===== src/hw/rtl/lfpd_pkg.sv =====
`default_nettype none
package lfpd_pkg;

  localparam int unsigned AdcBits = 10;
  localparam int unsigned NumLanes = 3;
  localparam int unsigned CfgIdxW = 2;
  localparam int unsigned CfgDataW = 10;

  localparam logic [CfgIdxW-1:0] CfgBaseSpeed = 2'd0;
  localparam logic [CfgIdxW-1:0] CfgKp = 2'd1;
  localparam logic [CfgIdxW-1:0] CfgKd = 2'd2;

  localparam logic OpCalibrate = 1'b0;
  localparam logic OpRun = 1'b1;

  // Width of signed quotient/dividend path in the shared divider.
  localparam int unsigned DivW = 48;

  typedef enum logic [2:0] {
    StIdle,
    StNorm,
    StPos,
    StCorr,
    StOut
  } state_e;

endpackage
`default_nettype wire


===== src/hw/rtl/lfpd_lane.sv =====
`default_nettype none
// One sensor lane: hold the running min/max and form the normalize operands.
module lfpd_lane #(
  parameter int unsigned AdcBits = lfpd_pkg::AdcBits
) (
  input  wire logic               clk_i,
  input  wire logic               rst_ni,
  input  wire logic               cal_i,
  input  wire logic [AdcBits-1:0] sample_i,
  output logic signed [AdcBits+11:0] num_o,
  output logic signed [AdcBits+1:0]  den_o
);
  logic [AdcBits-1:0] min_q, max_q;
  logic signed [AdcBits+1:0] diff;

  always_ff @(posedge clk_i or negedge rst_ni) begin
    if (!rst_ni) begin
      min_q <= '1;
      max_q <= '0;
    end else if (cal_i) begin
      if (sample_i > max_q) max_q <= sample_i;
      if (sample_i < min_q) min_q <= sample_i;
    end
  end

  assign diff  = $signed({2'b00, sample_i}) - $signed({2'b00, min_q});
  assign num_o = diff * $signed(12'sd1000);
  assign den_o = $signed({2'b00, max_q}) - $signed({2'b00, min_q});
endmodule
`default_nettype wire


===== src/hw/rtl/lfpd_div.sv =====
`default_nettype none
// Signed restoring divider, one quotient bit per cycle, truncates toward zero.
module lfpd_div (
  input  wire logic                         clk_i,
  input  wire logic                         rst_ni,
  input  wire logic                         start_i,
  input  wire logic signed [lfpd_pkg::DivW-1:0] num_i,
  input  wire logic signed [lfpd_pkg::DivW-1:0] den_i,
  output logic                              done_o,
  output logic signed [lfpd_pkg::DivW-1:0]  quo_o
);
  import lfpd_pkg::*;
  localparam int unsigned CntW = $clog2(DivW + 1);

  logic [DivW-1:0] q_q, r_q, d_q;
  logic [CntW-1:0] cnt_q;
  logic neg_q, busy_q, done_q;
  logic [DivW:0] trial;
  logic [DivW-1:0] rsh;

  assign rsh   = {r_q[DivW-2:0], q_q[DivW-1]};
  assign trial = {1'b0, rsh} - {1'b0, d_q};

  always_ff @(posedge clk_i or negedge rst_ni) begin
    if (!rst_ni) begin
      busy_q <= 1'b0;
      done_q <= 1'b0;
      cnt_q  <= '0;
    end else begin
      done_q <= 1'b0;
      if (start_i) begin
        busy_q <= 1'b1;
        cnt_q  <= CntW'(DivW);
      end else if (busy_q) begin
        cnt_q <= cnt_q - 1'b1;
        if (cnt_q == CntW'(1)) begin
          busy_q <= 1'b0;
          done_q <= 1'b1;
        end
      end
    end
  end

  always_ff @(posedge clk_i) begin
    if (start_i) begin
      q_q   <= num_i[DivW-1] ? DivW'(-num_i) : num_i;
      d_q   <= den_i[DivW-1] ? DivW'(-den_i) : den_i;
      r_q   <= '0;
      neg_q <= num_i[DivW-1] ^ den_i[DivW-1];
    end else if (busy_q) begin
      if (!trial[DivW]) begin
        r_q <= trial[DivW-1:0];
        q_q <= {q_q[DivW-2:0], 1'b1};
      end else begin
        r_q <= rsh;
        q_q <= {q_q[DivW-2:0], 1'b0};
      end
    end
  end

  assign done_o = done_q;
  assign quo_o  = neg_q ? -$signed(q_q) : $signed(q_q);
endmodule
`default_nettype wire


===== src/hw/rtl/line_follow_pd_steering.sv =====
`default_nettype none
// Flow: a calibrate word is absorbed at its accept edge. A run word passes through three
// normalizing divides and one centroid divide, then the error (StCorr) and then the
// correction/output (StOut), which waits while a held drive word is not yet taken.
// One word in flight: the next is accepted only once back in idle. All divides share the
// one-bit-per-cycle divider; a divide is skipped when a range is flat or the sum is not positive.
// Reset: min=all ones, max=0, previous error=0, gains/base to defaults, idle.
module line_follow_pd_steering #(
  parameter int unsigned AdcBits = lfpd_pkg::AdcBits
) (
  input  wire logic        clk_i,
  input  wire logic        rst_ni,
  input  wire logic        s_axis_tvalid,
  output logic             s_axis_tready,
  // tdata: sample_left, sample_center, sample_right; tuser: op
  input  wire logic [((3*AdcBits+7)/8)*8-1:0] s_axis_tdata,
  input  wire logic        s_axis_tuser,
  output logic             m_axis_tvalid,
  input  wire logic        m_axis_tready,
  // tdata: left_pwm, left_forward, right_pwm, right_forward, line_position
  output logic [39:0]      m_axis_tdata,
  input  wire logic        cfg_we_i,
  input  wire logic [lfpd_pkg::CfgIdxW-1:0]  cfg_idx_i,
  input  wire logic [lfpd_pkg::CfgDataW-1:0] cfg_data_i
);
  import lfpd_pkg::*;
  localparam int unsigned NW = AdcBits + 12;

  logic [7:0] base_q;
  logic [9:0] kp_q, kd_q;
  state_e state_q, state_d;
  logic [1:0] lane_q;
  logic [AdcBits-1:0] smp_q [NumLanes];
  logic signed [NW-1:0] lnum [NumLanes];
  logic signed [AdcBits+1:0] lden [NumLanes];
  logic signed [DivW-1:0] n_q [NumLanes];
  logic signed [15:0] pos_q, prev_q, err_q;
  logic signed [DivW-1:0] div_num, div_den, quo;
  logic div_start, div_done, started_q;
  logic [39:0] out_q;
  logic ovalid_q;
  logic cal_w, acc, out_free;

  // Accept a new word whenever idle; a held drive word only blocks the next output.
  assign s_axis_tready = (state_q == StIdle);
  assign acc      = s_axis_tvalid && s_axis_tready;
  assign cal_w    = acc && (s_axis_tuser == OpCalibrate);
  assign out_free = !ovalid_q || m_axis_tready;

  always_ff @(posedge clk_i or negedge rst_ni) begin
    if (!rst_ni) begin
      base_q <= 8'd200;
      kp_q   <= 10'd102;
      kd_q   <= 10'd102;
    end else if (cfg_we_i) begin
      case (cfg_idx_i)
        CfgBaseSpeed: base_q <= cfg_data_i[7:0];
        CfgKp:        kp_q   <= cfg_data_i;
        CfgKd:        kd_q   <= cfg_data_i;
        default: ;
      endcase
    end
  end

  for (genvar g = 0; g < NumLanes; g++) begin : g_lane
    lfpd_lane #(.AdcBits(AdcBits)) u_lane (
      .clk_i, .rst_ni, .cal_i(cal_w),
      .sample_i(acc ? s_axis_tdata[g*AdcBits +: AdcBits] : smp_q[g]),
      .num_o(lnum[g]), .den_o(lden[g])
    );
  end

  // Merge: centroid numerator and sum of normalized values.
  logic signed [DivW-1:0] cnum, cden;
  assign cnum = n_q[1] * 48'sd1000 + n_q[2] * 48'sd2000;
  assign cden = n_q[0] + n_q[1] + n_q[2];

  // PD correction numerator (Q8), derivative on saturated errors.
  logic signed [17:0] derr;
  logic signed [DivW-1:0] pd;
  assign derr = 18'(err_q) - 18'(prev_q);
  assign pd = $signed({1'b0, kp_q}) * err_q + $signed({1'b0, kd_q}) * derr;

  always_comb begin
    div_num = '0;
    div_den = 48'sd1;
    case (state_q)
      StNorm: begin
        div_num = DivW'(lnum[lane_q]);
        div_den = DivW'(lden[lane_q]);
      end
      StPos:  begin div_num = cnum; div_den = cden; end
      default: ;
    endcase
  end

  assign div_start = !started_q &&
                     (state_q == StNorm || state_q == StPos) &&
                     !(state_q == StNorm && lden[lane_q] == '0) &&
                     !(state_q == StPos && (cden[DivW-1] || cden == '0));

  lfpd_div u_div (.clk_i, .rst_ni, .start_i(div_start), .num_i(div_num),
                  .den_i(div_den), .done_o(div_done), .quo_o(quo));

  function automatic logic signed [15:0] sat16(input logic signed [DivW-1:0] v);
    if (v > 48'sd32767) return 16'sh7fff;
    if (v < -48'sd32768) return 16'sh8000;
    return v[15:0];
  endfunction

  // Divide by 256 truncating toward zero: bias negative values before the shift.
  logic signed [DivW-1:0] pd_adj;
  assign pd_adj = pd + (pd[DivW-1] ? 48'sd255 : 48'sd0);

  logic signed [16:0] errw;
  logic signed [17:0] ld, rd, corr;
  logic [7:0] lm, rm;
  assign errw = 17'sd1000 - 17'(pos_q);
  assign corr = 18'(sat16(pd_adj >>> 8));
  assign ld = 18'($signed({1'b0, base_q})) - corr;
  assign rd = 18'($signed({1'b0, base_q})) + corr;
  assign lm = (ld > 18'sd255 || ld < -18'sd255) ? 8'd255 : (ld[17] ? 8'(-ld) : ld[7:0]);
  assign rm = (rd > 18'sd255 || rd < -18'sd255) ? 8'd255 : (rd[17] ? 8'(-rd) : rd[7:0]);

  always_comb begin
    state_d = state_q;
    case (state_q)
      StIdle: if (acc && s_axis_tuser == OpRun) state_d = StNorm;
      StNorm: if ((lden[lane_q] == '0 || div_done) && lane_q == 2'd2) state_d = StPos;
      StPos:  if (!div_start && (div_done || !started_q)) state_d = StCorr;
      StCorr: state_d = StOut;
      StOut:  if (out_free) state_d = StIdle;
      default: state_d = StIdle;
    endcase
  end

  always_ff @(posedge clk_i or negedge rst_ni) begin
    if (!rst_ni) begin
      state_q   <= StIdle;
      lane_q    <= '0;
      started_q <= 1'b0;
      prev_q    <= '0;
      ovalid_q  <= 1'b0;
    end else begin
      state_q <= state_d;
      if (div_start) started_q <= 1'b1;
      else if (div_done || state_d != state_q) started_q <= 1'b0;
      if (state_q == StNorm) begin
        if (lden[lane_q] == '0 || div_done) lane_q <= lane_q + 2'd1;
      end else begin
        lane_q <= '0;
      end
      // Hold the drive word until taken; load the next one once the slot frees.
      if (state_q == StOut && out_free) begin
        prev_q   <= err_q;
        ovalid_q <= 1'b1;
      end else if (m_axis_tready) begin
        ovalid_q <= 1'b0;
      end
    end
  end

  always_ff @(posedge clk_i) begin
    if (acc) begin
      for (int k = 0; k < NumLanes; k++) smp_q[k] <= s_axis_tdata[k*AdcBits +: AdcBits];
    end
    if (state_q == StNorm) begin
      if (lden[lane_q] == '0) n_q[lane_q] <= '0;
      else if (div_done) n_q[lane_q] <= quo;
    end
    if (state_q == StPos) begin
      if (div_done) pos_q <= sat16(quo);
      else if (!started_q && !div_start) pos_q <= 16'sd1000;
    end
    if (state_q == StCorr) begin
      err_q <= (errw > 17'sd32767) ? 16'sh7fff : errw[15:0];
    end
    if (state_q == StOut && out_free) begin
      out_q <= {6'b0, pos_q, (rd > 0) ? 1'b1 : 1'b0, rm, (ld > 0) ? 1'b1 : 1'b0, lm};
    end
  end

  assign m_axis_tvalid = ovalid_q;
  assign m_axis_tdata  = out_q;
endmodule
`default_nettype wire

===== config.mk =====
export PLATFORM = sky130hd
export DESIGN_NAME = line_follow_pd_steering
export DESIGN_NICKNAME = d
export VERILOG_FILES = /design/src/hw/rtl/lfpd_pkg.sv /design/src/hw/rtl/lfpd_lane.sv /design/src/hw/rtl/lfpd_div.sv /design/src/hw/rtl/line_follow_pd_steering.sv
export SDC_FILE = /design/constraint.sdc
export NUM_CORES = 2
export LEC_CHECK = 0
export ABC_CLOCK_PERIOD_IN_PS = 24200
export BUFFER_PORTS_ARGS = -buffer_cell sky130_fd_sc_hd__clkbuf_2
export CAP_MARGIN = 20
export CORE_UTILIZATION = 60
export CTS_CLUSTER_DIAMETER = 50
export DETAILED_ROUTE_END_ITERATION = 6
export GPL_TIMING_DRIVEN = 0
export PLACE_DENSITY_LB_ADDON = 0.1
export SLEW_MARGIN = 15
export SYNTH_ARGS = -nofsm -noshare
export SYNTH_HDL_FRONTEND = slang
export SYNTH_HIERARCHICAL = 1
export SYNTH_SLANG_ARGS = --single-unit

===== constraint.sdc =====
create_clock -name clk_i -period 24.2 [get_ports clk_i]
set_input_delay 2.42 -clock clk_i [delete_from_list [all_inputs] [get_ports clk_i]]
set_output_delay 2.42 -clock clk_i [all_outputs]
set_load 0.005 [all_outputs]

-- Word level (Yosys, flattened, before mapping)
Memory sizes are Yosys's and may differ from the RTL's.
Index checks and enable logic that the tools add are counted.
- output and inout bits: 42
- ROM bits: 0
- memory bits (writable): 174
- memories: 2
- input bits: 50
- word-level logic and storage cells: 206
- bits in latches: 0
- bits in registers: 329
- equal/unequal tests: 10
- bitwise operators: 4
- $mul: 7
- add/sub/neg operators: 23
- reductions and logical operators: 43
- divide/modulo/power cells: 0
- shifts and indexed selects: 0
- magnitude comparators: 18
- muxes and demuxes: 72
- memories (name ; words ; width ; read ports ; clocked after memory_dff ; wr ports ; line ; text):
    n_q ; 3 ; 48 ; 3 ; 0 ; 1 ; line_follow_pd_steering.sv:36 ; logic signed [DivW-1:0] n_q [NumLanes];
    smp_q ; 3 ; 10 ; 3 ; 0 ; 3 ; line_follow_pd_steering.sv:33 ; logic [AdcBits-1:0] smp_q [NumLanes];
- operators with widths (kind ; number):
    $mux W48 ; 5
    $pmux W48 S2 ; 2
    $mux W16 ; 10
    $add A48 B48 Y48 ; 3
    $neg A48 Y48 ; 3
    $mux W47 ; 2
    $sub A10 B10 Y11 ; 6
    $mul A11 B8 Y19 const B ; 3
    $sub A48 B48 Y49 ; 1
    $gt A48 B16 Y1 const B ; 1
    $logic_not A48 Y1 ; 1
    $lt A48 B16 Y1 const B ; 1
    $mul A48 B8 Y44 const B ; 1
    $mul A48 B8 Y45 const B ; 1
    $bmux W22 S2 ; 1
    $mux W22 ; 2
    $gt A17 B1 Y1 const B ; 2
    $gt A17 B9 Y1 const B ; 2
    $lt A17 B9 Y1 const B ; 2
    $mux W1 ; 32
    $add A29 B9 Y30 ; 1
    $gt A10 B10 Y1 ; 3
    $lt A10 B10 Y1 ; 3
    $mux W10 ; 3
    41 further kinds ; 86

-- Longest topological paths before layout
- depth after elaboration: 17
- gate-level depth with buffers: 72
- gate-level depth less buffers: 66

-- Hierarchy
The synthesis kept the hierarchy.
- modules (own cells, without submodules) (module ; cells an instance ; area an instance (um^2) ; instances ; sequential area each (um^2)):
    line_follow_pd_steering ; 4708 ; 46553.4 ; 1 ; 8496.9
    lfpd_div ; 1381 ; 11878.9 ; 1 ; 4053.9
    lfpd_lane (g_lane[0].u_lane ...) ; 564 ; 4680.7 ; 2 ; 513.0
    lfpd_lane (g_lane[2].u_lane) ; 466 ; 4259.1 ; 1 ; 513.0

-- Worst setup path after synthesis
Ideal clock, no wire load.
- path type: register to register
- from: reg prev_q[0]
- to: reg out_q[10] (netlist: m_axis_tdata[10]) (data pin)
- clock period less this slack: 15312 ps
- slack: 8888 ps
- arrival: 15037 ps
- stages on the path, launching flop included: 68
- required time: 23925 ps
- path through: dfrtp_1 > ha_1 > fa_1 > nor2b_1 > o21ai_0 > a21boi_0 > o21ai_0 > a21boi_0 > o21ai_0 > a21boi_0 > o21ai_0 > a21boi_0 > o21ai_0 > a21boi_0 > o21a_1 > o21ai_0 > a22o_1 > and2_1 > (+32 left out) > clkbuf_1 > o21ai_0 > ha_1 > a21o_1 > a21oi_1 > o21bai_1 > a21oi_1 > o21bai_1 > a21oi_1 > nor2b_1 > nor2_1 > nor3_1 > nor3_1 > a31oi_1 > o22ai_1 > o2111ai_2 > nor4_4 > o221ai_2
- cells in the longest elaborated chain, start to end: 13
- elaborated cells on any way between the ends: 19
- RTL lines (element ; line ; text):
    start: declaration ; line_follow_pd_steering.sv:37 ; logic signed [15:0] pos_q, prev_q, err_q;
    start signal: assignment ; line_follow_pd_steering.sv:155 ; prev_q <= err_q;
    $sub A16 B16 Y17 (*) ; line_follow_pd_steering.sv:81 ; assign derr = 18'(err_q) - 18'(prev_q);
    $mul A11 B17 Y28 (*) ; line_follow_pd_steering.sv:82 ; assign pd = $signed({1'b0, kp_q}) * err_q + $signed({1'b0, kd_q}) * derr;
    $add A27 B28 Y29 (*) ; line_follow_pd_steering.sv:82 ;
    $mux W8 ; line_follow_pd_steering.sv:113 ; assign pd_adj = pd + (pd[DivW-1] ? 48'sd255 : 48'sd0);
    $add A29 B9 Y30 (*) ; line_follow_pd_steering.sv:113 ;
    $lt A22 B16 Y1 ; line_follow_pd_steering.sv:107 ; if (v < -48'sd32768) return 16'sh8000;
    $mux W1 (2 in series) ; line_follow_pd_steering.sv:107 ;
    $mux W16 ; line_follow_pd_steering.sv:108 ; return v[15:0];
    $mux W16 (*) ; line_follow_pd_steering.sv:107 ;
    $add A9 B16 Y17 (*) ; line_follow_pd_steering.sv:121 ; assign rd = 18'($signed({1'b0, base_q})) + corr;
    $gt A17 B9 Y1, or another cell as far along ; line_follow_pd_steering.sv:123 ; assign rm = (rd > 18'sd255 || rd < -18'sd255) ? 8'd255 : (rd[17] ? 8'(-rd) : rd[7:0]);
    $logic_or A1 B1 Y1 / $mux W8 (equally long branches) ; line_follow_pd_steering.sv:123 ;
    end signal: assignment ; line_follow_pd_steering.sv:179 ; out_q <= {6'b0, pos_q, (rd > 0) ? 1'b1 : 1'b0, rm, (ld > 0) ? 1'b1 : 1'b0, lm};
    end: declaration ; line_follow_pd_steering.sv:40 ; logic [39:0] out_q;
Every way passes the cells marked *; elsewhere a longest branch is shown, timed or not. The select of a mux whose other input is x is not followed.
A chain may end at the register's enable or synchronous reset.

-- Worst setup path in the final report
- from: reg err_q[1]
- to: reg out_q[4] (netlist: m_axis_tdata[4]) (data pin)
- cells in the longest elaborated chain, start to end: 13
- elaborated cells on any way between the ends: 20
- RTL lines (element ; line ; text):
    start: declaration ; line_follow_pd_steering.sv:37 ;
    start signal: assignment ; line_follow_pd_steering.sv:176 ; err_q <= (errw > 17'sd32767) ? 16'sh7fff : errw[15:0];
    $sub A16 B16 Y17 ; line_follow_pd_steering.sv:81 ;
    $mul A11 B17 Y28 ; line_follow_pd_steering.sv:82 ;
    $add A27 B28 Y29 (*) ; line_follow_pd_steering.sv:82 ;
    $mux W8 ; line_follow_pd_steering.sv:113 ;
    $add A29 B9 Y30 (*) ; line_follow_pd_steering.sv:113 ;
    $lt A22 B16 Y1 ; line_follow_pd_steering.sv:107 ;
    $mux W1 (2 in series) ; line_follow_pd_steering.sv:107 ;
    $mux W16 ; line_follow_pd_steering.sv:108 ;
    $mux W16 (*) ; line_follow_pd_steering.sv:107 ;
    $sub A9 B16 Y17 (*) ; line_follow_pd_steering.sv:120 ; assign ld = 18'($signed({1'b0, base_q})) - corr;
    $gt A17 B9 Y1, or another cell as far along ; line_follow_pd_steering.sv:122 ; assign lm = (ld > 18'sd255 || ld < -18'sd255) ? 8'd255 : (ld[17] ? 8'(-ld) : ld[7:0]);
    $logic_or A1 B1 Y1 / $mux W8 (equally long branches) ; line_follow_pd_steering.sv:122 ;
Marked as above.

==> metrics.md <==
| Metric | Value |
|---|---|
| Outcome | complete, no violations |
| Tcrit/Tclk final | 78.4% |
| Fin crit period | approximately 19000 ps |
| Worst slew pin tran | 1210 ps |
| Area share of the largest cell type after synthesis | 22.9% |
| Netlist cell types | between 100 and 150 |
| Largest net degree at the start of global routing | 78 |
| PortBufs | 83 |
| Sequential fraction of the synthesis area | just under 20% |
| Fin nets | 9517 |
| DR vias/cell | 6.09 |
| IO Pins | 92 |
| Worst Hold Class | flip-flop to flip-flop |
| Initial DRC count | 5354 |
| Setup TNS | 0 ps |
| CTS Buf Count | 82 |
| Row cnt | 126 |
| ANT nets after route | 0 |
| Synth area leaders | fa_1 (23%), edfxtp_1 (14%), ha_1 (13%) |
| CP Capture Type | flip-flop |
| Gate count of the mapped netlist | 7683 |
| Fraction of registers with async set/reset | between 20% and 30% |
| Worst-Skew Late Latency | 680 ps |
| Setup violations, final | 0 |
| Die X-Extent | 349 um |
| First-pass GRT wire length | 319000 um |
| Crit-path most repeated cell | o21ai_0 |
| Setup CP Type | flip-flop to flip-flop |
| CP required | 24600 ps |
| Layout cells sized above 1 | under 10% |
| Crit path largest cell delay | 670 ps |
| Number of max-cap violations | 0 |
| Slowest cell on the critical path | a2111oi_4 |
| Core area | 119000 um2 |
| Die H | 349 um |
| Syn-to-layout area delta | 7.58% |
| CTS tree | yes |
| Post-DP HPWL | 166000 um |
| Vias in the first global route | 58000 |
| Clk_skew | 36.0 ps |
| Commonest non-fill, non-tap cell in the layout | inv_1 |
| Synth warn | 6 |
| Syn Area/Cell | 9.38 um2 |
| Filler cells | between 9000 and 10000 |
| Final hold violations | 0 |
| WL final | 202000 um |
| Residual DRC | 0 |
| Htree depth | 3 |
| Post-cts sizing count | 0 |
| Initial antenna violation count | 4 |
| WP data arrival | 19360 ps |
| Post-synth EDFFs | 337 |
| Vias | 58100 |
| Die area | 121000 um2 |
| Gr usage total | approximately a third |
| Clock Pin Slew Worst Setup and Hold Paths | 50 ps |
| Crit path max fanout | 10 |
| Fmax achieved | about 0.053 GHz |
| Ys flop type | edfxtp_1 |
| RSZ-0062 raised after global routing | no |
| Postcts setup bufs | 0 |
| Clk buf depth | 3 |
| Mapped Area | 72100 um2 |
| Root Buffer | clkbuf_16 |
| Max Slew Vio Count | 0 |
| Yosys top cell by area | fa_1 |
| Initial Util | 60.8% |
| Placer congestion estimate | 1.00 |
| Relative slew slack | a little under a fifth |
| GRT overflow | 0 |
| Hold Buf Count CTS | 0 |
| Wirelength per Cell | 21.2 um |
| Yosys reg bits | 503 |
| Startpoint types | flip-flop |
| CTS Sinks | 503 |
| Most frequent cells in the layout | inv_1 (1093), fa_1 (823), ha_1 (770) |
| DR pass1 iterations | 6 |
worst max-delay path: cells and delay by family (launching register included):
family,cells,cell delay [ps]
XOR/XNOR,1,400
buffers and inverters,9,2340
adder cells (fa/ha/maj),11,4980
flip-flops,1,460
AO/OA/AOI/OAI,30,6920
AND/OR/NAND/NOR,15,3310
multiplexers,1,260
routing by layer:
layer	vias up	global-route usage, %	part of all wire (%)
met5	-	0	0.0059
met4	2	15.4	5.2
met3	495	5.05	7.5
met2	2263	54.6	46
met1	28600	44.8	41
li1	26700	-	-
logic make-up (layout without fill, tap and decap cells):
logic type | Yosys count | count (layout) | share of synthesized area, %
simple gates | 2042 | 2042 | 14.2
xor+xnor | 496 | 496 | 6.08
buf+inv | 1363 | 1610 | 7.33
other cells | 4 | 16 | 0.0208
compound gates | 1529 | 1529 | 14.2
flops | 503 | 503 | 19.6
mux | 153 | 153 | 2.38
fa+ha+maj | 1593 | 1593 | 36.2
cells in the mapped netlist (all sizes together) (28+ instances only):
| master | n |
|---|---|
| a21oi | 370 |
| buf | 65 |
| o2111ai | 39 |
| a21boi | 37 |
| ha | 770 |
| nor3 | 106 |
| nand2b | 63 |
| dfstp | 41 |
| nor4 | 59 |
| o31ai | 56 |
| nor2 | 407 |
| nand3 | 218 |
| o21bai | 44 |
| mux2 | 98 |
| inv | 1098 |
| a211oi | 43 |
| nor3b | 28 |
| dfrtp | 78 |
| clkbuf | 199 |
| o21ai | 371 |
| dfxtp | 47 |
| o211ai | 38 |
| and2 | 197 |
| o21a | 67 |
| and3 | 62 |
| or4 | 38 |
| nand2 | 593 |
| a311oi | 36 |
| or2 | 34 |
| fa | 823 |
| nor2b | 86 |
| mux2i | 55 |
| xnor2 | 307 |
| o22ai | 29 |
| a211o | 28 |
| or3 | 45 |
| xor2 | 187 |
| a21o | 129 |
| a31oi | 34 |
| edfxtp | 337 |
| o41ai | 35 |
| nand4 | 60 |
final timing paths:
| check | start | to | slack, ps | cells past startpoint |
|---|---|---|---|---|
| setup reg to reg | err_q[1]$_SDFFCE_PN1N_ | m_axis_tdata[4]$_SDFFCE_PP1P_ | 5240 | 67 |
| max in group asynchronous | rst_ni | base_q[3]$_DFFE_PN1P_ | 21590 | 2 |
| setup / recovery | err_q[1]$_SDFFCE_PN1N_ | m_axis_tdata[4]$_SDFFCE_PP1P_ | 5240 | 67 |
| hold / removal | u_div/r_q[43]$_SDFFE_PP0P_ | u_div/r_q[43]$_SDFFE_PP0P_ | 490 | 2 |
| min in group asynchronous | rst_ni | g_lane[1].u_lane/max_q[6]$_DFFE_PN0P_ | 1710 | 1 |
| hold reg to reg | u_div/r_q[43]$_SDFFE_PP0P_ | u_div/r_q[43]$_SDFFE_PP0P_ | 490 | 2 |
registers in the layout (all words and copies together), names as in the netlist, 2 cells and up:
name	cells
prev_q	16
base_q	8
lane_q	2
g_lane.u_lane/min_q	30
n_q	144
err_q	16
g_lane.u_lane/max_q	30
kd_q	10
smp_q	30
u_div/cnt_q	6
u_div/r_q	47
kp_q	10
m_axis_tdata	34
u_div/q_q	48
u_div/d_q	48
state_q	3
pos_q	16
final cells by class:
type                            instances  area, um2  share of cell area (%)
Inverter                             1099       4130                    5.33
Buffer                                264       1160                    1.50
Antenna cell                            1       2.50                 0.00323
Sequential cell                       503      14100                    18.2
Clock inverter                         58        586                   0.755
Clock buffer                           93       2150                    2.77
Tap cell                             1600       2000                    2.58
Multi-Input combinational cell       5828      52800                    68.1
Timing Repair Buffer                   96        651                   0.839
through the flow:
stage          instances  util (%)  cell area (um2)  hold slack [ps]  worst slack [ps]
3_5_place_dp        9390      63.1            74800              468              5820
4_1_cts             9541      65.4            77500              488              5660
6_report            9542      65.4            77500              492              5240
3_3_place_gp        9377      62.9            74500              470              6160
5_1_grt             9541      65.4            77500              514              4110
2_1_floorplan       7694         -            72100              424              8890
Power is left out: the tool's default activity adds up to more than one toggle a clock period on the data nets, which glitch-free logic cannot reach.
